`src/rtl/core/psp_pkg.sv`:
```
// Shared types, constants and register offsets for the sixteen-channel sample player.
package psp_pkg;

  // Build constants
  localparam int CHANNELS      = 16;
  localparam int ROM_ADDR_BITS = 19;
  localparam int ROM_DEPTH     = 1 << ROM_ADDR_BITS;
  localparam int CH_BITS       = 4;

  // Shared multiplier operand and product widths
  localparam int MUL_A_W = 10;
  localparam int MUL_B_W = 18;
  localparam int MUL_P_W = MUL_A_W + MUL_B_W + 1;

  // Host function codes carried on in_tuser
  typedef enum logic [1:0] {
    FUNC_WR_REG = 2'd0,
    FUNC_RD_REG = 2'd1,
    FUNC_LOAD   = 2'd2,
    FUNC_RENDER = 2'd3
  } func_t;

  // Configuration register indexes (byte address = 4 * index)
  typedef enum logic [1:0] {
    REG_BANK_SHIFT  = 2'd0,
    REG_BANK_MASK   = 2'd1,
    REG_REGION_MASK = 2'd2,
    REG_STEP_SCALE  = 2'd3
  } reg_idx_t;

  // Per-channel offsets inside the register store
  localparam logic [7:0] OFS_LVOL   = 8'h02;
  localparam logic [7:0] OFS_RVOL   = 8'h03;
  localparam logic [7:0] OFS_LOOP_M = 8'h04;
  localparam logic [7:0] OFS_LOOP_H = 8'h05;
  localparam logic [7:0] OFS_END    = 8'h06;
  localparam logic [7:0] OFS_PITCH  = 8'h07;
  localparam logic [7:0] OFS_CUR_M  = 8'h84;
  localparam logic [7:0] OFS_CUR_H  = 8'h85;
  localparam logic [7:0] OFS_FLAGS  = 8'h86;

  localparam logic [7:0] SAMPLE_BIAS = 8'h80;
  localparam logic [7:0] STORE_RESET = 8'hff;

  // Configuration as seen by the render engine
  typedef struct packed {
    logic [4:0]  bank_shift;
    logic [7:0]  bank_mask;
    logic [15:0] region_mask;
    logic [17:0] step_scale;
  } cfg_t;

  // Register store access: one write and one read port
  typedef struct packed {
    logic       we;
    logic [7:0] waddr;
    logic [7:0] wdata;
    logic [7:0] raddr;
  } store_req_t;

  // Sample memory access: single address, write or read
  typedef struct packed {
    logic                     we;
    logic [ROM_ADDR_BITS-1:0] addr;
    logic [7:0]               wdata;
  } rom_req_t;

endpackage

```
`src/rtl/core/psp_reg_store.sv`:
```
// 256-byte register store with per-entry valid bits; unwritten bytes read as 0xff.
module psp_reg_store
  import psp_pkg::*;
(
  input  logic       clk,
  input  logic       rst_n,
  input  store_req_t req,
  output logic [7:0] rdata
);

  logic [7:0] store_mem [256];
  logic [255:0] vld_r;
  logic [7:0] mem_q_r;
  logic       vld_q_r;

  // Storage array, no reset
  always_ff @(posedge clk) begin
    if (req.we) begin
      store_mem[req.waddr] <= req.wdata;
    end
    mem_q_r <= store_mem[req.raddr];
  end

  // Valid bits stand in for the all-ones reset value
  always_ff @(posedge clk) begin
    if (!rst_n) begin
      vld_r   <= '0;
      vld_q_r <= 1'b0;
    end else begin
      if (req.we) begin
        vld_r[req.waddr] <= 1'b1;
      end
      vld_q_r <= vld_r[req.raddr];
    end
  end

  assign rdata = vld_q_r ? mem_q_r : STORE_RESET;

endmodule

```
`config.mk`:
```
export PLATFORM = sky130hd
export DESIGN_NAME = psp_reg_store
export DESIGN_NICKNAME = d
export VERILOG_FILES = /design/src/rtl/core/psp_pkg.sv /design/src/rtl/core/psp_reg_store.sv
export SDC_FILE = /design/constraint.sdc
export NUM_CORES = 2
export LEC_CHECK = 0
export BUFFER_PORTS_ARGS = -buffer_cell sky130_fd_sc_hd__clkbuf_2
export CAP_MARGIN = 20
export CORE_MARGIN = 2
export CORE_UTILIZATION = 38
export CTS_CLUSTER_DIAMETER = 40
export DETAILED_ROUTE_END_ITERATION = 6
export SYNTH_ARGS = -nofsm -noshare
export SYNTH_HDL_FRONTEND = slang
export SYNTH_SLANG_ARGS = --single-unit
```
`constraint.sdc`:
```
create_clock -name clk -period 3.7 [get_ports clk]
set_input_delay 0.555 -clock clk [delete_from_list [all_inputs] [get_ports clk]]
set_output_delay 0.555 -clock clk [all_outputs]
set_load 0.005 [all_outputs]
```
Word-level counts from Yosys, hierarchy flattened --
Memories as Yosys holds them, arrays and structs flattened. A register that Yosys moved wholly into a read port is not among the register bits. Cells that the tools add are included.
Storage, ports and cells: memory bits (writable) 2048, register bits 257, memories kept 1, input bits 27, output and inout port bits 8
Operators by class: mux-type cells 7, order comparisons 3, bitwise logic cells 1, reduce and logical (&&, ||, !) cells 1
Memory list:
- store_mem | depth 256, bits a word 8, read ports 1, clocked after memory_dff 1, write ports 1, RTL line psp_reg_store.sv:11 | logic [7:0] store_mem [256];
Operators with widths (number):
- $or A256 B256 Y256 | 1
- $lt A8 B9 Y1 const B | 2
- $bmux W1 S8 | 1
- $demux W1 S8 | 1
- $ge A8 B1 Y1 const B | 1
- $mux W8 | 1
- $mux W1 | 4
- $logic_and A1 B1 Y1 | 1

Logic depth before layout (Yosys ltp) --
depth in word-level cells 5, gate-level depth with buffers 12, depth with buffers taken out 7

Worst setup path after synthesis --
No wires, ideal clock.
kind input to register, start point input port req[0] in the netlist's numbering, end point register mem_q_r[4], read port of store_mem, cell stages on the path 8, slack 1.016 ns, data arrival time 2.567 ns, setup time 0.117 ns, cells stage by stage buf_6 > buf_2 > buf_2 > mux4_2 > mux4_2 > o22ai_1 > nand2_1 > and4b_1
RTL lines:
- from (decl) | RTL line psp_reg_store.sv:7 | input store_req_t req,
- to (decl) | RTL line psp_reg_store.sv:13 | logic [7:0] mem_q_r;

==> reports/results.ini <==
[sta]
hold_viol = 0
slew_headroom_pct = 22.8
finalSetupTns_ps = 0
rsz0062_at_grt = false
period_share_pct = 81.3
finalSetupViolCount = 0
maxSlewViolCount = 0
finalCriticalPeriod_ps = 3010
worst_pin_slew_ps = 1150
fmax_mhz = 332
finClkSkew_ps = 76.3

[grt]
grt_max_degree = 130
grt_pass1_wl_mm = 329
grt_usage_pct = 19.1
grt_overflow = 0
antenna_found_initial = 13
grt_pass1_vias = 45600

[clocking]
ctsHoldBuffers = 0
clk_pin_slew_ps = 60
numCtsBuffers = 318
insertion_delay_ps = 940
clockBufferDepth = 4
clock_sinks = 2313
post_cts_buffers = 0
postCtsResizedCells = 0
htree_levels = 5
cts_tree = built
root_buffer = clkbuf_16

[floorplan]
initial_utilization_pct = 38.2
io_pins = 35
die_area_mm2 = 0.237
die_x_um = 487
die_h_um = 487
core-area_mm2 = 0.232
rows = 177

[logic_synthesis]
syn_area_per_cell_um2 = 20.2
ys.flop_type = edfxtp_1
synth_warnings = 0
async_reset_ff_share_pct = 0
synth_area_mm2 = 0.0886
syn-instance-count = 4396
synth_edf_count = 2048
seq_area_frac_synth_pct = 75.4
synth_nets = 4423
ys_ff_latch = 2313
synth.distinct_cells = 43

[placed_design]
port-buffer-count = 34
place_hpwl_mm = 144
post-place-cells = 7710
place_congestion = 0.850

[power_and_ir_drop]
swShare_pct = 21.4
power_leakage_nw = 34.5
power_switching_mw = 13.1
seqPwrFrac_pct = 46.5
p_int_mw = 48.1
clkPwrFrac_pct = 49.2
ir_drop_mv = 0.411
p_comb_share_pct = 4.3
p_per_area_mw_per_mm2 = 576

[worst_setup_path]
arrival_ps = 3830
cp_top_family = multiplexers
worst_path_most_repeated_cell = mux4_2
critPathMaxStageDelay_ps = 680
worstPathCellList = buf_8 -> buf_12 -> buf_4 -> mux4_2 -> mux4_2 -> o22ai_1 -> nor4_1 -> and4b_1
path_buf_inv = 3
end_kind = flop
r2r_start = store_mem[142][3]
r2r_cells = 5
r2r_slack_ps = 940
critical_path_peak_fanout = 22
crit_type = in -> reg
cp.required_ps = 4520
critPathLaunchType = primary input
cp-startpoint = req[0]
cp_slowest_cell = o22ai_1
r2r-end = mem_q_r[3]

[cells_and_area]
nets = 5017
fin_cells = 8277
syn_to_final_growth_pct = 20.0
final_common_cell = edfxtp_1
layout-drive-gt1-share_pct = 33.2
layout_common_cells = 2048 x edfxtp_1, 781 x nor2_1, 657 x mux4_2, 430 x buf_4, 327 x clkbuf_16

[detailed_routing]
vias_per_cell = 5.52
finalWirelength_mm = 228
dr.first_iter.drc_count = 5256
wire_per_inst_um = 27.6
drtAntennaViolNets = 0
via_count = 45700
post-route-drc-count = 0
first_pass_iters = 6

[outcome]
status = finished, final reports clean

[hold_path]
hold_start = req[9]
holdPathEnd = store_mem[192][1]
hold_depth = 1
min-delay-path-class = in -> reg

[run]
drv_cap = 0

how the worst max path moves through the flow:
stage,endpoint,cells after the start
final,mem_q_r[3],8
after global routing,mem_q_r[3],8
after CTS,mem_q_r[3],8
after detailed placement,mem_q_r[3],8
after global placement,mem_q_r[3],8
after floorplan,mem_q_r[4],8
kinds of logic (layout without fill, tap and decap cells):
family | count (synthesis) | count (layout) | share of synthesized area, %
other | 0 | 4 | 0
flip-flops | 2313 | 2313 | 75.4
buffers and inverters | 253 | 1087 | 1.47
multiplexers | 756 | 756 | 17.9
AO/OA/AOI/OAI | 131 | 131 | 0.981
AND/OR/NAND/NOR | 943 | 943 | 4.30
synth_stat cells (3+ instances only):
cell	count	area [um2]
o21ai_0	8	40.0
mux2i_1	49	490
dfxtp_1	265	5310
buf_6	16	180
nand2_1	49	184
a22o_1	7	61.3
buf_8	6	90.1
nor3_1	6	30.0
buf_4	20	150
buf_2	58	290
and4b_1	9	90.1
nand4_1	18	113
a31oi_1	4	25.0
clkbuf_1	129	484
nor2b_1	12	75.1
mux4_2	657	14800
nand3_1	34	170
a21oi_1	9	45.0
o22ai_1	79	494
nor2_1	781	2930
o221ai_1	12	105
mux2_2	50	563
edfxtp_1	2048	61500
a211oi_1	3	22.5
buf_1	18	67.6
nor4_1	17	106
inv_1	3	11.3
nand2b_1	10	62.6
per-layer routing:
layer	vias to the layer above	global-route usage, %	routed length (um)
met3	422	3.34	16200
met2	1907	30.3	109000
met4	0	6.00	6830
met5	-	0	0
li1	19100	-	-
met1	24300	26.9	96000
worst register-to-register path: cells and delay by family (launching register included):
| family | cells | cell delay, ps |
|---|---|---|
| multiplexers | 2 | 1040 |
| AO/OA/AOI/OAI | 1 | 700 |
| flip-flops | 1 | 370 |
| AND/OR/NAND/NOR | 2 | 560 |
final cells by class:
class | instances | area, um2
inverters | 5 | 31.3
fillers | 19300 | 126000
clock inverters | 181 | 2020
multi-input cells | 1830 | 20500
well taps | 3043 | 3810
repair buffers | 522 | 4610
flip-flops and latches | 2313 | 66800
clock buffers | 379 | 8530
diodes | 4 | 10.0
per-stage QoR:
step / power (mW) / worst slack, ps / cell area [um2] / util [%] / hold slack [ps]
after floorplan: 30.4 / 1020 / 88600 / - / 432
after global placement: 31.6 / -232 / 95800 / 41.2 / 444
after detailed placement: 31.7 / -242 / 95800 / 41.2 / 453
after CTS: 61.7 / 743 / 106000 / 45.8 / 33.8
after global routing: 62.9 / 771 / 106000 / 45.8 / 55.5
final: 61.2 / 692 / 106000 / 45.8 / 67.3
registers in the layout (all words and copies together), names as in the netlist:
signal / flops
mem_q_r: 8
store_mem: 2048
vld_q_r: 1
vld_r: 256
power by group through the flow:
stage / Sequential (mW) / Clock (mW) / Combinational (mW)
after floorplan: 29.0 / 0 / 1.38
after global placement: 29.0 / 0 / 2.62
after detailed placement: 29.0 / 0 / 2.65
after CTS: 28.5 / 30.6 / 2.66
after global routing: 28.5 / 31.7 / 2.76
final: 28.5 / 30.1 / 2.63
Note: power is estimated with default switching activity, not from simulation.
