--- config.mk ---
export PLATFORM = sky130hd
export DESIGN_NAME = psp_mul
export DESIGN_NICKNAME = d
export VERILOG_FILES = /design/src/rtl/core/psp_pkg.sv /design/src/rtl/core/psp_mul.sv
export SDC_FILE = /design/constraint.sdc
export NUM_CORES = 1
export LEC_CHECK = 0
export BUFFER_PORTS_ARGS = -buffer_cell sky130_fd_sc_hd__buf_2
export CAP_MARGIN = 20
export CORE_ASPECT_RATIO = 2
export CORE_MARGIN = 4
export CORE_UTILIZATION = 50
export CTS_CLUSTER_SIZE = 25
export DETAILED_ROUTE_END_ITERATION = 6
export PLACE_DENSITY = 0.69
export SLEW_MARGIN = 20
export SYNTH_ARGS = -nofsm -noshare
export SYNTH_HDL_FRONTEND = slang
export SYNTH_SLANG_ARGS = --single-unit
--- constraint.sdc ---
create_clock -name clk -period 6.5 [get_ports clk]
set_input_delay 0.65 -clock clk [delete_from_list [all_inputs] [get_ports clk]]
set_output_delay 0.65 -clock clk [all_outputs]
set_load 0.05 [all_outputs]
--- src/rtl/core/psp_pkg.sv ---
// Shared types, constants and register offsets for the sixteen-channel sample player.
package psp_pkg;

  // Build constants
  localparam int CHANNELS      = 16;
  localparam int ROM_ADDR_BITS = 19;
  localparam int ROM_DEPTH     = 1 << ROM_ADDR_BITS;
  localparam int CH_BITS       = 4;

  // Shared multiplier operand and product widths
  localparam int MUL_A_W = 10;
  localparam int MUL_B_W = 18;
  localparam int MUL_P_W = MUL_A_W + MUL_B_W + 1;

  // Host function codes carried on in_tuser
  typedef enum logic [1:0] {
    FUNC_WR_REG = 2'd0,
    FUNC_RD_REG = 2'd1,
    FUNC_LOAD   = 2'd2,
    FUNC_RENDER = 2'd3
  } func_t;

  // Configuration register indexes (byte address = 4 * index)
  typedef enum logic [1:0] {
    REG_BANK_SHIFT  = 2'd0,
    REG_BANK_MASK   = 2'd1,
    REG_REGION_MASK = 2'd2,
    REG_STEP_SCALE  = 2'd3
  } reg_idx_t;

  // Per-channel offsets inside the register store
  localparam logic [7:0] OFS_LVOL   = 8'h02;
  localparam logic [7:0] OFS_RVOL   = 8'h03;
  localparam logic [7:0] OFS_LOOP_M = 8'h04;
  localparam logic [7:0] OFS_LOOP_H = 8'h05;
  localparam logic [7:0] OFS_END    = 8'h06;
  localparam logic [7:0] OFS_PITCH  = 8'h07;
  localparam logic [7:0] OFS_CUR_M  = 8'h84;
  localparam logic [7:0] OFS_CUR_H  = 8'h85;
  localparam logic [7:0] OFS_FLAGS  = 8'h86;

  localparam logic [7:0] SAMPLE_BIAS = 8'h80;
  localparam logic [7:0] STORE_RESET = 8'hff;

  // Configuration as seen by the render engine
  typedef struct packed {
    logic [4:0]  bank_shift;
    logic [7:0]  bank_mask;
    logic [15:0] region_mask;
    logic [17:0] step_scale;
  } cfg_t;

  // Register store access: one write and one read port
  typedef struct packed {
    logic       we;
    logic [7:0] waddr;
    logic [7:0] wdata;
    logic [7:0] raddr;
  } store_req_t;

  // Sample memory access: single address, write or read
  typedef struct packed {
    logic                     we;
    logic [ROM_ADDR_BITS-1:0] addr;
    logic [7:0]               wdata;
  } rom_req_t;

endpackage

--- src/rtl/core/psp_mul.sv ---
// Shared signed-by-unsigned multiplier with registered product.
module psp_mul
  import psp_pkg::*;
(
  input  logic                      clk,
  input  logic signed [MUL_A_W-1:0] a,
  input  logic        [MUL_B_W-1:0] b,
  output logic signed [MUL_P_W-1:0] prod_r
);

  always_ff @(posedge clk) begin
    prod_r <= a * $signed({1'b0, b});
  end

endmodule

# Word level (Yosys, flattened, before mapping)
# Index checks and enable logic that the tools add are counted.
# totals
register_bits,29
in_bits,29
output_inout_bits,29
wordCells,2
# op_classes
n_mul,1
# ops
operator,count
$mul A10 B19 Y29,1

# Longest topological paths before layout
# Gate-level depths: netlist (run 1).
# depth
depth_word,1
depth_mapped,21
depth_no_buf,19

# Worst setup path before layout (run 1)
# No wires, ideal clock.
# synth_timing
kind,input -> register
from,in a[2]
to,reg prod_r[27]
setup_ps,62
arrival_time_ps,5601
t_required_ps,6438
setup_slack_ps,837
path_stages,21
n_path_buf,2
path_cell_list,clkbuf_1 clkbuf_1 nand2_1 fa_1 inv_1 fa_1 inv_1 fa_1 inv_1 fa_1 inv_1 fa_1 inv_1 ha_1 and3_1 a221oi_2 o21a_4 o21ai_4 a31oi_4 or4b_1 nand3_1
# synth_via
elab_chain_len,1
# synth_rtl
element,line,source
from (decl),psp_mul.sv:6,"input logic signed [MUL_A_W-1:0] a,"
$mul A10 B19 Y29,psp_mul.sv:12,"prod_r <= a * $signed({1'b0, b});"
to (signal assigned),psp_mul.sv:12,
to (decl),psp_mul.sv:8,output logic signed [MUL_P_W-1:0] prod_r
# No other way between the ends.

# Worst setup path after layout (run 1)
# layout_timing
from,in a[1]
to,reg prod_r[27]
# Same word-level chain as after synthesis.

==> results of run 1 <==
[power groups by stage]
stage                     Sequential, mW  Combinational, mW  Clock, mW
after floorplan                    0.622               2.33          0
after global placement             0.326               3.35          0
after detailed placement           0.327               3.42          0
after CTS                          0.325               3.46      0.272
after global routing               0.330               3.81      0.281
final                              0.322               3.40      0.267
[critical path, delay by kind of cell]
family,cells,cell delay (ns)
adders and majority gates,6,2.92
and+or+nand+nor,4,0.94
AOI/OAI and AO/OA,4,0.71
buffers and inverters,6,0.54
[kinds of logic (layout without fill, tap and decap cells)]
logic type               after synthesis  in the layout
XOR/XNOR                              22             22
AND/OR/NAND/NOR                      241            241
flip-flops                            29             29
adder cells (fa/ha/maj)              209            209
AO/OA/AOI/OAI                         63             63
buffers and inverters                196            227
multiplexers                           1              1
[area by class of cell]
cell class | instances | area share
Sequential cell | 29 | 0.0798
Tap cell | 152 | 0.0261
Timing Repair Buffer | 57 | 0.0392
Clock inverter | 1 | 0.00413
Multi-Input combinational cell | 536 | 0.748
Clock buffer | 7 | 0.0196
Inverter | 162 | 0.0836
[metrics by stage]
| stage | std cells | hold slack [ns] | area, sq um |
|---|---|---|---|
| after global placement | 936 | 1.02 | 7100 |
| after floorplan | 761 | 0.772 | 6750 |
| after detailed placement | 936 | 1.03 | 7100 |
| after global routing | 944 | 0.757 | 7270 |
| after CTS | 944 | 0.751 | 7270 |
| final | 944 | 0.748 | 7270 |
[how the worst min path moves through the flow]
| stage | from | to | cells after the start |
|---|---|---|---|
| after detailed placement | b[0] | prod_r[0] | 2 |
| after floorplan | a[0] | prod_r[0] | 1 |
| after global placement | b[0] | prod_r[0] | 2 |
| final | b[0] | prod_r[0] | 2 |
| after global routing | b[0] | prod_r[0] | 2 |
| after CTS | b[0] | prod_r[0] | 2 |
[per-layer routing]
layer | vias up | global-route usage | share of wire
met5 | - | 0 | 0
met4 | 0 | 0.183 | 0.091
met3 | 84 | 0.0213 | 0.029
met2 | 170 | 0.458 | 0.60
met1 | 2649 | 0.194 | 0.29
li1 | 2352 | - | -
[placed cells by master, fill, tap and decap left out, types with 2 or more instances in the layout]
cell / instances
sky130_fd_sc_hd__a211oi_1: 2
sky130_fd_sc_hd__a21o_1: 7
sky130_fd_sc_hd__a21oi_1: 20
sky130_fd_sc_hd__and2_1: 73
sky130_fd_sc_hd__buf_2: 57
sky130_fd_sc_hd__clkbuf_16: 5
sky130_fd_sc_hd__dfxtp_1: 29
sky130_fd_sc_hd__fa_1: 127
sky130_fd_sc_hd__ha_1: 82
sky130_fd_sc_hd__inv_1: 162
sky130_fd_sc_hd__nand2_1: 106
sky130_fd_sc_hd__nand2b_1: 7
sky130_fd_sc_hd__nand3_1: 8
sky130_fd_sc_hd__nand4_1: 2
sky130_fd_sc_hd__nand4b_1: 2
sky130_fd_sc_hd__nor2_1: 18
sky130_fd_sc_hd__nor2b_1: 15
sky130_fd_sc_hd__nor3_1: 4
sky130_fd_sc_hd__o211ai_1: 3
sky130_fd_sc_hd__o21ai_0: 9
sky130_fd_sc_hd__o21ai_1: 2
sky130_fd_sc_hd__o21bai_1: 3
sky130_fd_sc_hd__o31ai_1: 2
sky130_fd_sc_hd__xnor2_1: 15
sky130_fd_sc_hd__xor2_1: 7
==> flow_metrics.py, run 1 <==
metrics = {
    "power": {
        "switching_share": 0.551,
        "p_comb_frac": 0.853,
        "clk_pwr_share": 0.067,
        "power-per-cell-area_nw_per_um2": 549,
        "power.leakage_nw": 3.86,
        "report.power.total_mw": 3.99,
        "p_switching_mw": 2.20,
        "ir_drop_worst_vdd_v": 0.000431,
        "power_frac_seq": 0.081,
        "power.internal_mw": 1.79,
    },
    "logic_synthesis": {
        "synthDominantAreaCellType": "sky130_fd_sc_hd__fa_1",
        "synth_async_sr_flop_share": 0,
        "ys_types": 46,
        "synth_area_per_cell_sq_um": 8.88,
        "synth_compound_gate_area_share": 0.0693,
        "synth_seq_area_share": 0.0860,
        "synth_warnings": 0,
        "synth_nets": 999,
        "synth-adder-area-share": 0.528,
        "synth-edff-count": 0,
        "leading_post_synthesis_cells_by_cell_area": "sky130_fd_sc_hd__fa_1, sky130_fd_sc_hd__ha_1, sky130_fd_sc_hd__inv_1",
        "synth_xor_xnor_area_share": 0.0285,
        "count_of_mapped_cells_out_of_synthesis": 761,
        "yosys_most_used_dff": "sky130_fd_sc_hd__dfxtp_1",
        "synth_largest_type_area_fraction": 0.376,
        "synth_most_common_cell": "sky130_fd_sc_hd__inv_1",
        "ys_ff_latch": 29,
        "synth_mux_area_frac": 0.00167,
        "synth_area_sq_um": 6750,
        "synth_top_cells_by_count": "sky130_fd_sc_hd__inv_1, sky130_fd_sc_hd__fa_1, sky130_fd_sc_hd__nand2_1",
        "main_combinational_cell_family_by_area_after_synthesis": "adder cells",
        "yosys.area_share.simple": 0.177,
    },
    "final_layout": {
        "largest_register_ffs": 29,
        "num-fill-cells": 1237,
        "biggestRegsByFlops": "prod_r (29)",
        "multiInputGateArea_sq_um": 5440,
        "utilization": 0.554,
        "regMostFlops": "prod_r",
        "share_of_cells_above_drive_strength_1": 0.0934,
        "final-seq-area_sq_um": 581,
        "antenna_cells": 0,
        "area.growth.synth_to_final_pct": 7.71,
        "finalNetCount": 1029,
    },
    "setup_path": {
        "critPathSlowestCell": "sky130_fd_sc_hd__fa_1",
        "timing.critical_path.from_type": "primary input",
        "crit_path_start": "a[1]",
        "timing_worst_setup_path_type": "primary input to register",
        "endpoint": "prod_r[27]",
        "crit_fanout": 18,
        "cp_cell_sequence": "buf_2 > nand2_1 > fa_1 > inv_1 > fa_1 > inv_1 > fa_1 > inv_1 > fa_1 > inv_1 > fa_1 > inv_1 > ha_1 > and3_1 > a221oi_2 > o21a_4 > o21ai_4 > a31oi_4 > or4b_1 > nand3_1",
        "setup.worst_path.end_class": "register",
        "required_ns": 6.72,
        "critical_path.max_stage_delay_ns": 0.55,
        "worst_ep_arrival_time_ns": 5.74,
    },
    "global_routing": {
        "grt_util_all_layers": 0.225,
        "grt_pass1_vias": 5947,
        "grt_antenna_before_repair": 0,
        "global_route_wire_length_before_repair_mm": 27.4,
        "total_congestion_overflow": 0,
        "largest_net_degree_at_the_start_of_global_routing": 21,
    },
    "outcome": {
        "outcome": "finished, final reports clean",
    },
    "detailed_routing": {
        "drt_drc_violations_left": 0,
        "remaining_antenna_violation_count_after_routing": 0,
        "avgRoutedWirePerCell_microns": 17.7,
        "drt_iter0_drc": 240,
        "routed_wirelength_mm": 16.7,
        "viasPerCell": 5.57,
        "route.vias.total": 5255,
        "pre_repair_dr_iteration_count": 4,
    },
    "placement": {
        "place_ws_ns": 0.721,
        "port_buffer_count": 57,
        "gp_congestion": 0.948,
        "detailed_place_hpwl_mm": 14.4,
    },
    "sta": {
        "setup_viol": 0,
        "post-route-worst-setup-slack_ns": 0.972,
        "setup_total_negative_slack_ns": 0,
        "period_share": 0.850,
        "rsz_0062_raised_after_global_routing": "false",
        "finalMaxSlewViolations": 0,
        "timing.fmax_ghz": 0.181,
        "timing.final.crit_period_ns": 5.53,
        "worst-slew-pin-transition_ns": 0.545,
        "maxSlewHeadroom": 0.633,
        "report.final.hold_viol_count": 0,
    },
    "clock_network": {
        "cts_htree_levels": 2,
        "cts_hold_buf": 0,
        "clock_tree.root_cell": "sky130_fd_sc_hd__clkbuf_16",
        "cts.path.max_buffers": 2,
        "post_cts_resize_count": 0,
        "cts_setup_buffers": 0,
        "cts_tree": "built",
        "clock_edge_transition_at_the_registers_on_the_reported_setup_and_hold_paths_ns": 0.05,
        "clock_sink_count": 29,
        "tritoncts_buffer_count": 5,
    },
    "floorplanning": {
        "design.die.area_sq_um": 15500,
        "boundaryPins": 58,
        "dieWidth_microns": 90.2,
        "floorplan.die.height_microns": 172,
        "initial_standard_cell_utilization_of_the_core": 0.514,
        "floorplan.core_area_sq_um": 13100,
        "rows": 59,
    },
    "job": {
        "cap_viol_max_count": 0,
    },
    "worst_hold_path": {
        "hold_path_class": "primary input to register",
    },
}
Note: power is estimated with default switching activity, not from simulation.
==> inputs of run 2 (changes only) <==
--- a/config.mk
+++ b/config.mk
@@ -7,11 +7,13 @@
 export LEC_CHECK = 0
 export BUFFER_PORTS_ARGS = -buffer_cell sky130_fd_sc_hd__buf_2
 export CAP_MARGIN = 20
-export CORE_ASPECT_RATIO = 2
+export CORE_ASPECT_RATIO = 0.75
 export CORE_MARGIN = 4
 export CORE_UTILIZATION = 50
+export CTS_BUF_LIST = sky130_fd_sc_hd__clkbuf_4
 export CTS_CLUSTER_SIZE = 25
 export DETAILED_ROUTE_END_ITERATION = 6
+export GPL_ROUTABILITY_DRIVEN = 0
 export PLACE_DENSITY = 0.69
 export SLEW_MARGIN = 20
 export SYNTH_ARGS = -nofsm -noshare
==> run 2 against run 1 <==
Critical path depth unchanged. Count of clock-buffer cells in the layout decreased by 1. Worst hold slack got worse by 0.095 ns. First-iteration DRC count decreased by 34%. Final area decreased by 1.3%. Largest power group unchanged. Highest routed layer unchanged. Core utilization decreased by 0.58 points. Setup slack improved by 0.088 ns. Total power decreased by 7.6%. Cell count increased by 2.0%. Wire length decreased by 18%. Die area decreased by 0.60%. Non-clock buffer count unchanged.
==> flow_metrics.py, run 2 (synthesized netlist as in run 1, its figures left out) <==
metrics = {
    "power": {
        "power.internal_mw": 1.61,
        "p_switching_mw": 2.08,
        "power_frac_seq": 0.087,
        "clk_pwr_share": 0.031,
        "switching_share": 0.563,
        "power.leakage_nw": 3.81,
        "p_comb_frac": 0.882,
        "ir_drop_worst_vdd_v": 0.000383,
        "power-per-cell-area_nw_per_um2": 514,
    },
    "detailed_routing": {
        "routed_wirelength_mm": 13.7,
        "pre_repair_dr_iteration_count": 4,
        "avgRoutedWirePerCell_microns": 14.2,
        "drt_drc_violations_left": 0,
        "drt_iter0_drc": 159,
        "route.vias.total": 5022,
        "remaining_antenna_violation_count_after_routing": 0,
        "viasPerCell": 5.21,
    },
    "final_layout": {
        "layout.cells.most_common_list": "sky130_fd_sc_hd__inv_1, sky130_fd_sc_hd__fa_1, sky130_fd_sc_hd__nand2_1, sky130_fd_sc_hd__ha_1, sky130_fd_sc_hd__and2_1",
        "finalNetCount": 1029,
        "utilization": 0.548,
        "num-fill-cells": 1246,
        "layout_commonest_cell": "sky130_fd_sc_hd__inv_1",
        "area.growth.synth_to_final_pct": 6.32,
        "antenna_cells": 0,
        "regMostFlops": "prod_r",
        "fin_cells": 963,
        "biggestRegsByFlops": "prod_r (29)",
        "share_of_cells_above_drive_strength_1": 0.0947,
        "largest_register_ffs": 29,
    },
    "placement": {
        "port_buffer_count": 57,
        "place_ws_ns": 0.688,
        "dpl.cell_count": 955,
        "detailed_place_hpwl_mm": 12.0,
    },
    "sta": {
        "rsz_0062_raised_after_global_routing": "false",
        "finalMaxSlewViolations": 0,
        "worst-slew-pin-transition_ns": 0.542,
        "setup_total_negative_slack_ns": 0,
        "report.final.hold_viol_count": 0,
        "setup_viol": 0,
        "timing.fmax_ghz": 0.184,
        "period_share": 0.837,
        "timing.final.crit_period_ns": 5.44,
        "fin_worst_hold_slack_ns": 0.654,
        "post-route-worst-setup-slack_ns": 1.06,
        "maxSlewHeadroom": 0.636,
    },
    "clock_network": {
        "clock_sink_count": 29,
        "cts.path.max_buffers": 2,
        "cts_htree_levels": 2,
        "clock_tree.root_cell": "sky130_fd_sc_hd__clkbuf_4",
        "cts_hold_buf": 0,
        "cts_tree": "built",
        "post_cts_resize_count": 0,
        "cts_setup_buffers": 0,
        "tritoncts_buffer_count": 5,
        "clock_edge_transition_at_the_registers_on_the_reported_setup_and_hold_paths_ns": 0.10,
    },
    "setup_path": {
        "critical_path.max_stage_delay_ns": 0.54,
        "timing_worst_setup_path_type": "primary input to register",
        "required_ns": 6.79,
        "timing.critical_path.from_type": "primary input",
        "setup.worst_path.end_class": "register",
        "gate_family_responsible_for_the_most_delay_along_the_worst_path": "adder cells",
        "worst-path-buf-inv": 6,
        "cp_cell_sequence": "buf_2 > nand2_1 > fa_1 > inv_1 > fa_1 > inv_1 > fa_1 > inv_1 > fa_1 > inv_1 > fa_1 > inv_1 > ha_1 > and3_1 > a221oi_2 > o21a_4 > o21ai_4 > a31oi_4 > or4b_1 > nand3_1",
        "critPathSlowestCell": "sky130_fd_sc_hd__fa_1",
        "worst_ep_arrival_time_ns": 5.73,
        "crit_fanout": 18,
    },
    "global_routing": {
        "grt_util_all_layers": 0.193,
        "grt_antenna_before_repair": 0,
        "global_route_wire_length_before_repair_mm": 24.5,
        "grt_pass1_vias": 5434,
        "total_congestion_overflow": 0,
        "largest_net_degree_at_the_start_of_global_routing": 21,
    },
    "floorplanning": {
        "floorplan.core_area_sq_um": 13100,
        "boundaryPins": 58,
        "design.die.area_sq_um": 15500,
        "initial_standard_cell_utilization_of_the_core": 0.515,
        "dieWidth_microns": 142,
        "rows": 36,
        "floorplan.die.height_microns": 109,
    },
    "worst_hold_path": {
        "hold_path_class": "primary input to register",
    },
    "outcome": {
        "outcome": "finished, final reports clean",
    },
    "job": {
        "cap_viol_max_count": 0,
    },
}
-- run 2: area by class of cell --
| cell class | count | area (sq um) | share of cell area |
|---|---|---|---|
| multi-input combinational | 536 | 5440 | 0.757 |
| inverter | 162 | 608 | 0.0847 |
| sequential | 29 | 581 | 0.0809 |
| timing repair buffer | 57 | 285 | 0.0397 |
| tap | 171 | 214 | 0.0298 |
| clock buffer | 6 | 45.0 | 0.00627 |
| clock inverter | 2 | 10.0 | 0.00139 |
-- run 2: routing by layer --
metal	track usage	vias up	wire [microns]
met3	0.0320	16	740
met5	0	-	0
met1	0.247	2517	5680
met4	0.0349	0	124
li1	-	2356	-
met2	0.348	133	7140
-- run 2: stage by stage --
stage | cell area (sq um) | power (mW)
after detailed placement | 7130 | 3.62
after floorplan | 6750 | 2.95
after global placement | 7130 | 3.55
final | 7180 | 3.69
after global routing | 7180 | 4.14
after CTS | 7180 | 3.76
-- run 2: final timing paths --
kind                  start         end  cells after the start
worst max-delay path   a[1]  prod_r[27]                     20
worst min-delay path   b[0]   prod_r[0]                      2
-- run 2: power groups by stage --
stage | logic (mW) | registers [mW] | clock network, mW
after CTS | 3.31 | 0.323 | 0.119
after global routing | 3.68 | 0.330 | 0.128
final | 3.25 | 0.321 | 0.115
after detailed placement | 3.29 | 0.326 | 0
after global placement | 3.23 | 0.326 | 0
after floorplan | 2.33 | 0.622 | 0
