==> config.mk <==
export PLATFORM = sky130hd
export DESIGN_NAME = psp_ctrl
export DESIGN_NICKNAME = d
export VERILOG_FILES = /design/src/rtl/core/psp_pkg.sv /design/src/rtl/core/psp_ctrl.sv
export SDC_FILE = /design/constraint.sdc
export NUM_CORES = 1
export LEC_CHECK = 0
export BUFFER_PORTS_ARGS = -buffer_cell sky130_fd_sc_hd__buf_2
export CORE_UTILIZATION = 53
export CTS_CLUSTER_DIAMETER = 200
export DETAILED_ROUTE_END_ITERATION = 10
export PLACE_DENSITY = 0.84
export SYNTH_ARGS = -nofsm -noshare
export SYNTH_HDL_FRONTEND = slang
export SYNTH_SLANG_ARGS = --single-unit
==> constraint.sdc <==
create_clock -name clk -period 4.2 [get_ports clk]
set_input_delay 0.63 -clock clk [delete_from_list [all_inputs] [get_ports clk]]
set_output_delay 0.63 -clock clk [all_outputs]
set_load 0.02 [all_outputs]
==> src/rtl/core/psp_pkg.sv <==
// Shared types, constants and register offsets for the sixteen-channel sample player.
package psp_pkg;

  // Build constants
  localparam int CHANNELS      = 16;
  localparam int ROM_ADDR_BITS = 19;
  localparam int ROM_DEPTH     = 1 << ROM_ADDR_BITS;
  localparam int CH_BITS       = 4;

  // Shared multiplier operand and product widths
  localparam int MUL_A_W = 10;
  localparam int MUL_B_W = 18;
  localparam int MUL_P_W = MUL_A_W + MUL_B_W + 1;

  // Host function codes carried on in_tuser
  typedef enum logic [1:0] {
    FUNC_WR_REG = 2'd0,
    FUNC_RD_REG = 2'd1,
    FUNC_LOAD   = 2'd2,
    FUNC_RENDER = 2'd3
  } func_t;

  // Configuration register indexes (byte address = 4 * index)
  typedef enum logic [1:0] {
    REG_BANK_SHIFT  = 2'd0,
    REG_BANK_MASK   = 2'd1,
    REG_REGION_MASK = 2'd2,
    REG_STEP_SCALE  = 2'd3
  } reg_idx_t;

  // Per-channel offsets inside the register store
  localparam logic [7:0] OFS_LVOL   = 8'h02;
  localparam logic [7:0] OFS_RVOL   = 8'h03;
  localparam logic [7:0] OFS_LOOP_M = 8'h04;
  localparam logic [7:0] OFS_LOOP_H = 8'h05;
  localparam logic [7:0] OFS_END    = 8'h06;
  localparam logic [7:0] OFS_PITCH  = 8'h07;
  localparam logic [7:0] OFS_CUR_M  = 8'h84;
  localparam logic [7:0] OFS_CUR_H  = 8'h85;
  localparam logic [7:0] OFS_FLAGS  = 8'h86;

  localparam logic [7:0] SAMPLE_BIAS = 8'h80;
  localparam logic [7:0] STORE_RESET = 8'hff;

  // Configuration as seen by the render engine
  typedef struct packed {
    logic [4:0]  bank_shift;
    logic [7:0]  bank_mask;
    logic [15:0] region_mask;
    logic [17:0] step_scale;
  } cfg_t;

  // Register store access: one write and one read port
  typedef struct packed {
    logic       we;
    logic [7:0] waddr;
    logic [7:0] wdata;
    logic [7:0] raddr;
  } store_req_t;

  // Sample memory access: single address, write or read
  typedef struct packed {
    logic                     we;
    logic [ROM_ADDR_BITS-1:0] addr;
    logic [7:0]               wdata;
  } rom_req_t;

endpackage

==> src/rtl/core/psp_ctrl.sv <==
// Host command decode and per-channel render sequencer with output register.
module psp_ctrl
  import psp_pkg::*;
(
  input  logic                      clk,
  input  logic                      rst_n,
  input  logic                      in_tvalid,
  output logic                      in_tready,
  input  logic [1:0]                in_tuser,
  input  logic [47:0]               in_tdata,
  output logic                      out_tvalid,
  input  logic                      out_tready,
  output logic [47:0]               out_tdata,
  input  cfg_t                      cfg,
  output store_req_t                st_req,
  input  logic [7:0]                st_rdata,
  output rom_req_t                  rom_req,
  input  logic [7:0]                rom_rdata,
  output logic signed [MUL_A_W-1:0] mul_a,
  output logic        [MUL_B_W-1:0] mul_b,
  input  logic signed [MUL_P_W-1:0] mul_p
);

  typedef enum logic [16:0] {
    S_IDLE  = 17'h00001,
    S_HWR   = 17'h00002,
    S_HRD   = 17'h00004,
    S_HRDW  = 17'h00008,
    S_LOAD  = 17'h00010,
    S_RD    = 17'h00020,
    S_EVAL  = 17'h00040,
    S_FETCH = 17'h00080,
    S_MUL_L = 17'h00100,
    S_MUL_R = 17'h00200,
    S_MUL_P = 17'h00400,
    S_ADV   = 17'h00800,
    S_WB_AM = 17'h01000,
    S_WB_AH = 17'h02000,
    S_WB_FL = 17'h04000,
    S_NEXT  = 17'h08000,
    S_DONE  = 17'h10000
  } state_t;

  // Slots of the per-channel register snapshot, in read order
  localparam logic [3:0] CAP_FLAGS  = 4'd0;
  localparam logic [3:0] CAP_CUR_H  = 4'd1;
  localparam logic [3:0] CAP_CUR_M  = 4'd2;
  localparam logic [3:0] CAP_LOOP_H = 4'd3;
  localparam logic [3:0] CAP_LOOP_M = 4'd4;
  localparam logic [3:0] CAP_END    = 4'd5;
  localparam logic [3:0] CAP_LVOL   = 4'd6;
  localparam logic [3:0] CAP_RVOL   = 4'd7;
  localparam logic [3:0] CAP_PITCH  = 4'd8;
  localparam logic [3:0] CAP_N      = 4'd9;

  localparam logic [CH_BITS-1:0] CH_LAST = CH_BITS'(CHANNELS - 1);

  function automatic logic [7:0] rd_ofs(input logic [3:0] idx);
    logic [7:0] ofs;
    case (idx)
      CAP_FLAGS:  ofs = OFS_FLAGS;
      CAP_CUR_H:  ofs = OFS_CUR_H;
      CAP_CUR_M:  ofs = OFS_CUR_M;
      CAP_LOOP_H: ofs = OFS_LOOP_H;
      CAP_LOOP_M: ofs = OFS_LOOP_M;
      CAP_END:    ofs = OFS_END;
      CAP_LVOL:   ofs = OFS_LVOL;
      CAP_RVOL:   ofs = OFS_RVOL;
      CAP_PITCH:  ofs = OFS_PITCH;
      default:    ofs = OFS_FLAGS;
    endcase
    return ofs;
  endfunction

  state_t state_r, state_nxt;
  logic [7:0]               hreg_addr_r, hreg_addr_nxt;
  logic [7:0]               hreg_data_r, hreg_data_nxt;
  logic [ROM_ADDR_BITS-1:0] hrom_addr_r, hrom_addr_nxt;
  logic [7:0]               hrom_data_r, hrom_data_nxt;
  logic [CH_BITS-1:0]       ch_r, ch_nxt;
  logic [3:0]               rstep_r, rstep_nxt;
  logic [23:0]              addr_r, addr_nxt;
  logic [7:0]               flags_r, flags_nxt;
  logic [ROM_ADDR_BITS-1:0] rom_idx_r, rom_idx_nxt;
  logic signed [8:0]        v_r, v_nxt;
  logic [19:0]              acc_l_r, acc_l_nxt;
  logic [19:0]              acc_r_r, acc_r_nxt;
  logic [7:0]               res_rd_r, res_rd_nxt;
  logic                     out_valid_r, out_valid_nxt;
  logic [47:0]              out_data_r, out_data_nxt;

  logic [7:0] cap_r [9];
  logic [7:0] frac_r [CHANNELS];
  logic       cap_we;
  logic [3:0] cap_idx;
  logic       frac_we;
  logic [7:0] frac_wdata;

  logic [7:0]               chan_base;
  logic [23:0]              cur_addr;
  logic [23:0]              loop_addr;
  logic [7:0]               end_p1;
  logic                     hit;
  logic [23:0]              sel_addr;
  logic [7:0]               sel_flags;
  logic [ROM_ADDR_BITS-1:0] bank_base;
  logic [ROM_ADDR_BITS-1:0] region_off;
  logic signed [8:0]        v_now;
  logic                     accept;

  assign in_tready  = (state_r == S_IDLE);
  assign accept     = in_tvalid && in_tready;
  assign out_tvalid = out_valid_r;
  assign out_tdata  = out_data_r;

  // Channel c owns bytes 8c..8c+7 and 0x80+8c..0x80+8c+7
  assign chan_base = {1'b0, ch_r, 3'b000};

  // End-of-sample check and sample index; only a non-looping voice goes inactive
  assign cur_addr  = {cap_r[CAP_CUR_H], cap_r[CAP_CUR_M], frac_r[ch_r]};
  assign loop_addr = {cap_r[CAP_LOOP_H], cap_r[CAP_LOOP_M], 8'h00};
  assign end_p1    = cap_r[CAP_END] + 8'd1;
  assign hit       = (cur_addr[23:16] == end_p1);
  assign sel_addr  = (hit && !cap_r[CAP_FLAGS][1]) ? loop_addr : cur_addr;
  assign sel_flags = (hit && cap_r[CAP_FLAGS][1]) ? (cap_r[CAP_FLAGS] | 8'h01)
                                                  : cap_r[CAP_FLAGS];
  assign bank_base = ROM_ADDR_BITS'(cap_r[CAP_FLAGS] & cfg.bank_mask) << cfg.bank_shift;
  assign region_off = ROM_ADDR_BITS'(sel_addr[23:8] & cfg.region_mask);

  // Centered sample
  assign v_now = $signed({1'b0, rom_rdata} - {1'b0, SAMPLE_BIAS});

  always_comb begin
    state_nxt     = state_r;
    hreg_addr_nxt = hreg_addr_r;
    hreg_data_nxt = hreg_data_r;
    hrom_addr_nxt = hrom_addr_r;
    hrom_data_nxt = hrom_data_r;
    ch_nxt        = ch_r;
    rstep_nxt     = rstep_r;
    addr_nxt      = addr_r;
    flags_nxt     = flags_r;
    rom_idx_nxt   = rom_idx_r;
    v_nxt         = v_r;
    acc_l_nxt     = acc_l_r;
    acc_r_nxt     = acc_r_r;
    res_rd_nxt    = res_rd_r;
    out_valid_nxt = out_valid_r && !out_tready;
    out_data_nxt  = out_data_r;

    st_req        = '0;
    rom_req       = '0;
    rom_req.addr  = rom_idx_r;
    mul_a         = '0;
    mul_b         = '0;
    cap_we        = 1'b0;
    cap_idx       = rstep_r - 4'd1;
    frac_we       = 1'b0;
    frac_wdata    = flags_r[0] ? 8'h00 : addr_r[7:0];

    case (state_r)
      S_IDLE: begin
        if (accept) begin
          hreg_addr_nxt = in_tdata[7:0];
          hreg_data_nxt = in_tdata[15:8];
          hrom_addr_nxt = in_tdata[34:16];
          hrom_data_nxt = in_tdata[42:35];
          acc_l_nxt     = '0;
          acc_r_nxt     = '0;
          res_rd_nxt    = '0;
          ch_nxt        = '0;
          rstep_nxt     = '0;
          case (func_t'(in_tuser))
            FUNC_WR_REG: state_nxt = S_HWR;
            FUNC_RD_REG: state_nxt = S_HRD;
            FUNC_LOAD:   state_nxt = S_LOAD;
            FUNC_RENDER: state_nxt = S_RD;
            default:     state_nxt = S_IDLE;
          endcase
        end
      end
      // Host register write
      S_HWR: begin
        st_req.we    = 1'b1;
        st_req.waddr = hreg_addr_r;
        st_req.wdata = hreg_data_r;
        state_nxt    = S_DONE;
      end
      // Host register read
      S_HRD: begin
        st_req.raddr = hreg_addr_r;
        state_nxt    = S_HRDW;
      end
      S_HRDW: begin
        res_rd_nxt = st_rdata;
        state_nxt  = S_DONE;
      end
      // Host sample load
      S_LOAD: begin
        rom_req.we    = 1'b1;
        rom_req.addr  = hrom_addr_r;
        rom_req.wdata = hrom_data_r;
        state_nxt     = S_DONE;
      end
      // Snapshot the channel's bytes, one read per beat; the store registers each read
      S_RD: begin
        st_req.raddr = chan_base | rd_ofs(rstep_r);
        cap_we       = (rstep_r != 4'd0);
        rstep_nxt    = rstep_r + 4'd1;
        if (rstep_r == CAP_N) begin
          state_nxt = S_EVAL;
        end
      end
      S_EVAL: begin
        flags_nxt   = sel_flags;
        addr_nxt    = sel_addr;
        rom_idx_nxt = bank_base + region_off;
        if (cap_r[CAP_FLAGS][0]) begin
          state_nxt = S_NEXT;
        end else if (hit && cap_r[CAP_FLAGS][1]) begin
          state_nxt = S_WB_AM;
        end else begin
          state_nxt = S_FETCH;
        end
      end
      S_FETCH: begin
        state_nxt = S_MUL_L;
      end
      S_MUL_L: begin
        v_nxt     = v_now;
        mul_a     = MUL_A_W'(v_now);
        mul_b     = MUL_B_W'(cap_r[CAP_LVOL]);
        state_nxt = S_MUL_R;
      end
      S_MUL_R: begin
        mul_a     = MUL_A_W'(v_r);
        mul_b     = MUL_B_W'(cap_r[CAP_RVOL]);
        acc_l_nxt = acc_l_r + mul_p[19:0];
        state_nxt = S_MUL_P;
      end
      S_MUL_P: begin
        mul_a     = $signed(MUL_A_W'(cap_r[CAP_PITCH]));
        mul_b     = cfg.step_scale;
        acc_r_nxt = acc_r_r + mul_p[19:0];
        state_nxt = S_ADV;
      end
      // Step = pitch * rate factor, Q16 truncated
      S_ADV: begin
        addr_nxt  = addr_r + 24'(mul_p[MUL_P_W-1:16]);
        state_nxt = S_WB_AM;
      end
      S_WB_AM: begin
        st_req.we    = 1'b1;
        st_req.waddr = chan_base | OFS_CUR_M;
        st_req.wdata = addr_r[15:8];
        state_nxt    = S_WB_AH;
      end
      S_WB_AH: begin
        st_req.we    = 1'b1;
        st_req.waddr = chan_base | OFS_CUR_H;
        st_req.wdata = addr_r[23:16];
        state_nxt    = S_WB_FL;
      end
      S_WB_FL: begin
        st_req.we    = 1'b1;
        st_req.waddr = chan_base | OFS_FLAGS;
        st_req.wdata = flags_r;
        frac_we      = 1'b1;
        state_nxt    = S_NEXT;
      end
      S_NEXT: begin
        rstep_nxt = '0;
        if (ch_r == CH_LAST) begin
          state_nxt = S_DONE;
        end else begin
          ch_nxt    = ch_r + 1'b1;
          state_nxt = S_RD;
        end
      end
      // Hand the result to the output register once it is free
      S_DONE: begin
        if (!out_valid_r || out_tready) begin
          out_valid_nxt = 1'b1;
          out_data_nxt  = {acc_r_r, acc_l_r, res_rd_r};
          state_nxt     = S_IDLE;
        end
      end
      default: begin
        state_nxt = S_IDLE;
      end
    endcase
  end

  // Control registers
  always_ff @(posedge clk) begin
    if (!rst_n) begin
      state_r     <= S_IDLE;
      ch_r        <= '0;
      rstep_r     <= '0;
      out_valid_r <= 1'b0;
    end else begin
      state_r     <= state_nxt;
      ch_r        <= ch_nxt;
      rstep_r     <= rstep_nxt;
      out_valid_r <= out_valid_nxt;
    end
  end

  // Payload registers
  always_ff @(posedge clk) begin
    hreg_addr_r <= hreg_addr_nxt;
    hreg_data_r <= hreg_data_nxt;
    hrom_addr_r <= hrom_addr_nxt;
    hrom_data_r <= hrom_data_nxt;
    addr_r      <= addr_nxt;
    flags_r     <= flags_nxt;
    rom_idx_r   <= rom_idx_nxt;
    v_r         <= v_nxt;
    acc_l_r     <= acc_l_nxt;
    acc_r_r     <= acc_r_nxt;
    res_rd_r    <= res_rd_nxt;
    out_data_r  <= out_data_nxt;
    if (cap_we) begin
      cap_r[cap_idx] <= st_rdata;
    end
  end

  // Address fractions reset to zero
  always_ff @(posedge clk) begin
    if (!rst_n) begin
      for (int i = 0; i < CHANNELS; i++) begin
        frac_r[i] <= '0;
      end
    end else if (frac_we) begin
      frac_r[ch_r] <= frac_wdata;
    end
  end

endmodule

Yosys cells after proc, flatten, opt, wreduce, memory -nomap -nowiden:

Memory sizes are Yosys's and may differ from the RTL's. A register that Yosys moved wholly into a read port is not among the register bits.
Index checks and enable logic that the tools add are counted.

* bits in registers: 225
* memory bits (writable): 200
* memory bits (read-only): 64
* output and inout bits: 131
* logic and storage cells: 129
* memories kept: 3

Memory list
* frac_r: depth 16, width 8, rd ports 1, clocked after Yosys merged registers in 1, write ports 16, line psp_ctrl.sv:93 `logic [7:0] frac_r [CHANNELS];`
* cap_r: depth 9, width 8, rd ports 9, clocked after Yosys merged registers in 0, write ports 1, line psp_ctrl.sv:92 `logic [7:0] cap_r [9];`
* (no name shown): depth 16, width 4, rd ports 1, clocked after Yosys merged registers in 1, write ports 0, line psp_ctrl.sv:60 `case (idx)`

* add/sub/neg operators: 9
* equal/unequal tests: 27
* shifts and indexed selects: 1
* mux-type cells: 43
* bitwise operators: 3
* reductions and logical operators: 26

Operator list (number)
* case mux 17 bit (15 select lines): 1
* case mux 17 bit (4 select lines): 2
* case mux 20 bit (2 select lines): 2
* two-way mux 17 bit: 4
* case mux 18 bit (3 select lines): 1
* case mux 24 bit (2 select lines): 1
* adder 20 bit: 2
* two-way mux 8 bit: 4
* case mux 8 bit (2 select lines): 2
* case mux 10 bit (3 select lines): 1
* two-way mux 28 bit: 1
* two-way mux 4 bit: 7
* adder 24 x 13 -> 24 bit: 1
* two-way mux 24 bit: 1
* two-way mux 20 bit: 1
* adder 19 x 16 -> 19 bit: 1
* << shifter 8 x 5 -> 19 bit: 1
* equality test 17 x 1 -> 1 bit (second input constant): 1
* equality test 17 x 10 -> 1 bit (second input constant): 1
* equality test 17 x 11 -> 1 bit (second input constant): 1
* equality test 17 x 12 -> 1 bit (second input constant): 1
* equality test 17 x 13 -> 1 bit (second input constant): 1
* equality test 17 x 14 -> 1 bit (second input constant): 1
* equality test 17 x 15 -> 1 bit (second input constant): 1
* 39 further kinds: 69

Logic depth before layout (Yosys ltp):

Gate-level depths: netlist of the first run.

* depth after elaboration: 7
* depth in mapped cells: 19
* depth with buffers taken out: 17

Worst setup path after synthesis of the first run:

No wires, ideal clock.

* kind: register -> register
* start point: memory cap_r[5][0]
* end point: register rom_idx_r[14] (data pin)
* library setup time: 266 ps
* arrival time: 3851 ps
* slack: 83 ps
* cell stages (with the launch flop): 17
* path buffers: 2
* period minus slack after synthesis: 4117 ps
* cells stage by stage: edfxtp_1 > ha_1 > and3_1 > xnor2_1 > or3_1 > a2111o_1 > buf_2 > buf_4 > mux2i_1 > nor2b_1 > ha_1 > a2111oi_0 > a21boi_0 > a41oi_1 > a21boi_0 > o41ai_1 > xnor2_1

RTL lines
* start, declared: line psp_ctrl.sv:92
* end signal, assigned: line psp_ctrl.sv:317 `rom_idx_r <= rom_idx_nxt;`
* end, declared: line psp_ctrl.sv:84 `logic [ROM_ADDR_BITS-1:0] rom_idx_r, rom_idx_nxt;`

==> metrics, run 1 <==
status=finished clean; setup TNS=0 ns; Tmin final=4.12 ns; Longest Clk Path Bufs=3; root buffer cell=clkbuf_16; area delta synth->final=18.1%; most common cell after layout, fill and taps aside=edfxtp_1; vias in the first global route=14800; Warnings, synthesis=0; period utilization=98.1%; post-synth top area cell=edfxtp_1; Inserted Clock Buffers=45; Synth cell types=74; pin count of the biggest net entering global routing=49; peak supply drop=0.341 mV; top-area cell type share of the netlist area=56.4%; number of H-tree levels=2; first-pass iteration count of the detailed router=6; die area=40800 sq um; Routed WL=55.7 mm; Final nets=2204; TritonCTS clock tree=built; Clk Latency, worst-skew pair=0.58 ns; initial antenna violation count=4; Max-Cap Viols=0; share of layout cells above drive strength 1=26.1%; Final HPWL DP=39.4 mm; most frequent cells in the layout=edfxtp_1, buf_2, nor2_1, nand2_1, ha_1; Initial Util=54.3%; min-delay worst type=input pin to register; relative slew slack=36.6%; Post-synth EDFFs=398; Post-Syn Nets=1903; RSZ-0062 raised after global routing=true; first-pass GRT wire length=83.8 mm; DR iter-0 viols=1714; NetSw=2300 uW; # fillers=2769; FP Rows=72; Worst Path Max Fanout=8; Post-Synthesis Cell Area=21200 sq um; Finish-stage setup viols=0; die height=202 um; Non-Filler Instances=2531; # placed instances=2441; CP Capture Type=register; Synth async-reset ratio=0%; number of port buffers=271; RD Place Congestion=0.939; Final Skew=0.0266 ns; GRT Util Overall=26.9%; cell internal pwr=7620 uW; wire per inst=22.0 um; Seq pwr share=49.7%; Setup Slack @ Placement=-0.239 ns; DRC viols=0; Area contributors post-synth=edfxtp_1, ha_1, mux4_2; Worst-Margin Slew=0.951 ns; clk sinks=432; critical path data arrival time=4.43 ns; Post-Syn Instances=1675; Fin. Hold Viols=0; syn_area_per_cell=12.6 sq um; CORE AREA=39000 sq um; Seq/Total Area, Yosys=59.6%; Cell Pwr Density=396 nW/um^2; combinational share of power=9.3%; Clock transition at path regs=0.06 ns; via count=15200; post-DR vias/cell=6.02; switching share of power=23.2%; highest clock rate=243 MHz; Slew Limit Fails=0; Setup crit start kind=register; Setup Crit Path Kind=register to register; Clock power frac=41.1%; Lkg Pwr=0.00982 uW; Synth Register Bits=432; grt total ovfl=0; top_reg_cell synth=edfxtp_1; post-route ant nets=0; die width=202 um; Crit path required time=4.51 ns; fin worst setup slack=0.0784 ns; Ports=277
metrics by stage:
stage | hold WS [ns] | total power [uW] | area (sq um) | utilization (%)
final | 0.225 | 9910 | 25000 | 64.1
after global routing | 0.218 | 10200 | 25000 | 64.1
after detailed placement | 0.405 | 5910 | 23300 | 59.7
after global placement | 0.406 | 5860 | 23300 | 59.7
after CTS | 0.197 | 9940 | 24800 | 63.6
after floorplan | 0.400 | 5590 | 21200 | -
flip-flops by register name, indices dropped and copies added (netlist names), 8 cells and up, named ones only:
signal and flops:
acc_l_r 20, v_r 8, hrom_data_r 8, flags_r 8
hreg_data_r 8, acc_r_r 20, rom_idx_r 19, frac_r 128
cap_r 72, hreg_addr_r 8, out_tdata 48, addr_r 24
res_rd_r 8, hrom_addr_r 19, state_r 17
synthesized netlist by cell type (7+ instances only):
| cell type | instances |
|---|---|
| nor3b_1 | 7 |
| edfxtp_1 | 398 |
| ha_1 | 78 |
| nand3_1 | 32 |
| or2_2 | 7 |
| clkbuf_1 | 44 |
| mux2_2 | 22 |
| nor2b_1 | 35 |
| nand2_2 | 15 |
| buf_1 | 10 |
| nand2b_1 | 27 |
| a222oi_1 | 16 |
| a21oi_1 | 62 |
| buf_2 | 16 |
| xnor2_1 | 45 |
| nor3_1 | 34 |
| xor2_1 | 28 |
| a21o_1 | 22 |
| and3_1 | 22 |
| nor2_1 | 222 |
| nand2_1 | 106 |
| dfxtp_1 | 34 |
| a211oi_1 | 20 |
| a22oi_1 | 11 |
| or3_1 | 13 |
| o21a_1 | 21 |
| inv_1 | 46 |
| a22o_1 | 12 |
| o31ai_1 | 8 |
| o21ai_0 | 40 |
| mux4_2 | 42 |
| and2_1 | 43 |
| mux2i_1 | 31 |
critical path: stages, from the launching register on:
cell and delay, ns:
edfxtp_1 0.43, ha_4 0.20, and3_4 0.16, xnor2_2 0.14, or3_1 0.34, a2111o_1 0.31
buf_6 0.17, buf_12 0.14, mux2i_4 0.21, nor2b_1 0.08, ha_1 0.25, buf_4 0.15
o21ai_1 0.12, nand2b_1 0.10, a21boi_2 0.18, a41oi_2 0.33, a21boi_2 0.11, o41ai_2 0.33
xnor2_1 0.11
worst paths after layout:
check,startpoint,to,slack [ns],depth (start not counted)
setup / recovery,cap_r[5][1],rom_idx_r[14],0.08,18
hold / removal,in_tdata[4],hreg_addr_r[4],0.23,1
setup reg to reg,cap_r[5][1],rom_idx_r[14],0.08,18
hold reg to reg,res_rd_r[7],out_tdata[7],0.42,0
power groups by stage:
| stage | sequential, uW | clock (uW) | combinational (uW) |
|---|---|---|---|
| finish | 4930 | 4070 | 917 |
| global route | 4940 | 4260 | 991 |
| CTS | 4930 | 4110 | 903 |
| detailed placement | 5020 | 0 | 891 |
| global placement | 5010 | 0 | 852 |
| floorplan | 4980 | 0 | 609 |
cell families after synthesis:
family                     share of synthesized area [%]
AOI/OAI and AO/OA                                   8.56
adders and majority gates                           4.99
buffers and inverters                               2.33
xor gates and xnor gates                            3.02
muxes                                               7.10
and+or+nand+nor                                     14.4
DFF                                                 59.6
per-layer routing:
metal | vias to the layer above | GRT usage [%] | share of wire [%]
li1 | 6876 | - | -
met5 | - | 0 | 0.023
met3 | 118 | 5.93 | 10
met2 | 883 | 44.2 | 48
met1 | 7364 | 34.9 | 38
met4 | 2 | 10.4 | 3.5
what timing repair did:
item                       CTS  global route
hold buffers                 0             0
setup endpoints to repair    6             9
gates resized for setup     12            29
buffers inserted             1             5
pin swaps                    5            12
area by class of cell:
cell class	count	area [sq um]	area share, %
clock buffers	57	1230	4.93
repair buffers	327	1790	7.17
well taps	518	648	2.59
inverters	49	184	0.735
clock inverters	24	263	1.05
diodes	3	7.51	0.0300
flip-flops and latches	432	12600	50.5
multi-input cells	1121	8260	33.0
Power figures use the tool's default switching activity.
==> run 2, diff against run 1 <==
- PLACE_DENSITY: 0.84 -> 0.83
==> run 2 against run 1 <==
Setup slack worse by 0.062 ns. Non-clock buffer count down 2. Combinational power decreased by 1%. Critical path depth is the same. Fmax is 1.5% lower. Core utilization is 0.26 points lower. Power fell by 1.9%. Die area unchanged. Clock-buffer cell count rose by 2. Flip-flop and latch count stayed put. First-iteration DRC count shrank 8.5%. Register-to-register slack got worse by 0.06 ns. Critical endpoint is now rom_idx_r[12]. Highest routed layer unchanged.
==> metrics, run 2 (synthesized netlist as in run 1, its figures left out) <==
status=finished clean; Tot Pwr=9720 uW; grt total ovfl=0; Tmin final=4.18 ns; number of port buffers=271; Non-Filler Instances=2528; via count=15300; switching share of power=23.7%; RD Place Congestion=0.970; die height=202 um; Clock transition at path regs=0.07 ns; CORE AREA=39000 sq um; largest register by flop count=frac_r; CP Capture Type=register; Routed WL=54.8 mm; most common cell after layout, fill and taps aside=edfxtp_1; Clk Latency, worst-skew pair=0.59 ns; Inserted Clock Buffers=45; period utilization=99.6%; post-DR vias/cell=6.07; # placed instances=2439; Worst-Margin Slew=0.996 ns; Ports=277; Final nets=2202; relative slew slack=33.5%; clk sinks=432; area delta synth->final=17.6%; DRC viols=0; hold_buf cts=0; Placed Area=23300 sq um; fin worst setup slack=0.0162 ns; design area=24900 sq um; root buffer cell=clkbuf_16; Worst Path Max Fanout=4; most frequent cells in the layout=edfxtp_1, buf_2, nor2_1, nand2_1, ha_1; die width=202 um; combinational share of power=9.3%; Initial Util=54.3%; peak supply drop=0.342 mV; NetSw=2300 uW; vias in the first global route=15000; number of H-tree levels=2; Final Skew=0.0287 ns; pin count of the biggest net entering global routing=44; share of layout cells above drive strength 1=25.9%; Final HPWL DP=38.6 mm; Fin. Hold Viols=0; Clock power frac=40.1%; Setup Slack @ Placement=-0.347 ns; Lkg Pwr=0.00978 uW; setup TNS=0 ns; first-pass GRT wire length=83.1 mm; min-delay worst type=input pin to register; initial antenna violation count=2; wire per inst=21.7 um; Seq pwr share=50.6%; Longest Clk Path Bufs=3; Finish-stage setup viols=0; critical path data arrival time=4.52 ns; FP Rows=72; Setup Crit Path Kind=register to register; highest clock rate=239 MHz; GRT Util Overall=26.6%; Setup crit start kind=register; DR iter-0 viols=1569; Cell Pwr Density=390 nW/um^2; Crit path required time=4.54 ns; first-pass iteration count of the detailed router=6; max reg flops=128; cell internal pwr=7420 uW; Max-Cap Viols=0; post-route ant nets=0; Slew Limit Fails=0; die area=40800 sq um; TritonCTS clock tree=built
run 2: changes by cell type in the layout (fill, tap and decap cells not counted), moves of 2 or more:
cell,before,now
clkinv_2,5,9
buf_4,54,51
bufinv_16,5,2
clkbuf_8,2,5
clkinv_4,3,0
clkbuf_16,47,45
diode_2,3,1
run 2: worst max-delay path: stages, from the launching register on:
cell and delay, ns:
edfxtp_1 0.43, ha_4 0.19, and3_4 0.15, xnor2_2 0.13, or3_1 0.34, a2111o_1 0.41
mux2i_1 0.18, nor2b_1 0.14, ha_1 0.18, inv_1 0.08, fa_2 0.43, nor2b_4 0.14
o211ai_1 0.16, a21boi_2 0.24, a41oi_2 0.20, a21boi_2 0.24, buf_4 0.14, nor2_1 0.04
xnor2_1 0.13
run 2: power groups by stage:
stage / Clock [uW] / Combinational [uW] / Sequential [uW]
after floorplan: 0 / 609 / 4980
after global placement: 0 / 853 / 5000
after detailed placement: 0 / 884 / 5010
after CTS: 3930 / 895 / 4920
after global routing: 4070 / 989 / 4930
final: 3890 / 908 / 4920
run 2: per-stage QoR:
step | hold slack, ns | util, %
2_1_floorplan | 0.400 | -
3_3_place_gp | 0.404 | 59.6
3_5_place_dp | 0.412 | 59.6
4_1_cts | 0.187 | 63.3
5_1_grt | 0.198 | 63.9
6_report | 0.211 | 63.9
run 2: path summary, 6_finish.rpt:
check | slack [ns] | from | to | cells after the start
setup / recovery | 0.02 | cap_r[5][1] | rom_idx_r[12] | 18
hold / removal | 0.21 | in_tdata[25] | hrom_addr_r[9] | 1
setup reg to reg | 0.02 | cap_r[5][1] | rom_idx_r[12] | 18
hold reg to reg | 0.42 | res_rd_r[7] | out_tdata[7] | 0
run 2: what timing repair did:
action / CTS / global route
cloned: 0 / 0
pin swaps: 0 / 14
resized for setup: 6 / 37
setup endpoints to repair: 9 / 16
setup buffers: 1 / 5
run 2: final cells by class:
type,count,area [sq um]
Fill cell,2807,14100
Sequential cell,432,12600
Multi-Input combinational cell,1121,8260
Timing Repair Buffer,325,1780
Clock buffer,59,1230
Tap cell,518,648
Clock inverter,23,188
Inverter,49,184
Antenna cell,1,2.50
run 2: per-layer routing:
metal  vias to the layer above  global-route usage (%)  part of all wire [%]  wire [um]
li1                       6857                       -                     -          -
met4                         2                    10.9                   3.9       2160
met3                       156                    4.77                   9.9       5410
met1                      7409                    35.7                    39      21500
met2                       919                    42.8                    47      25700
met5                         -                       0                 0.024         13
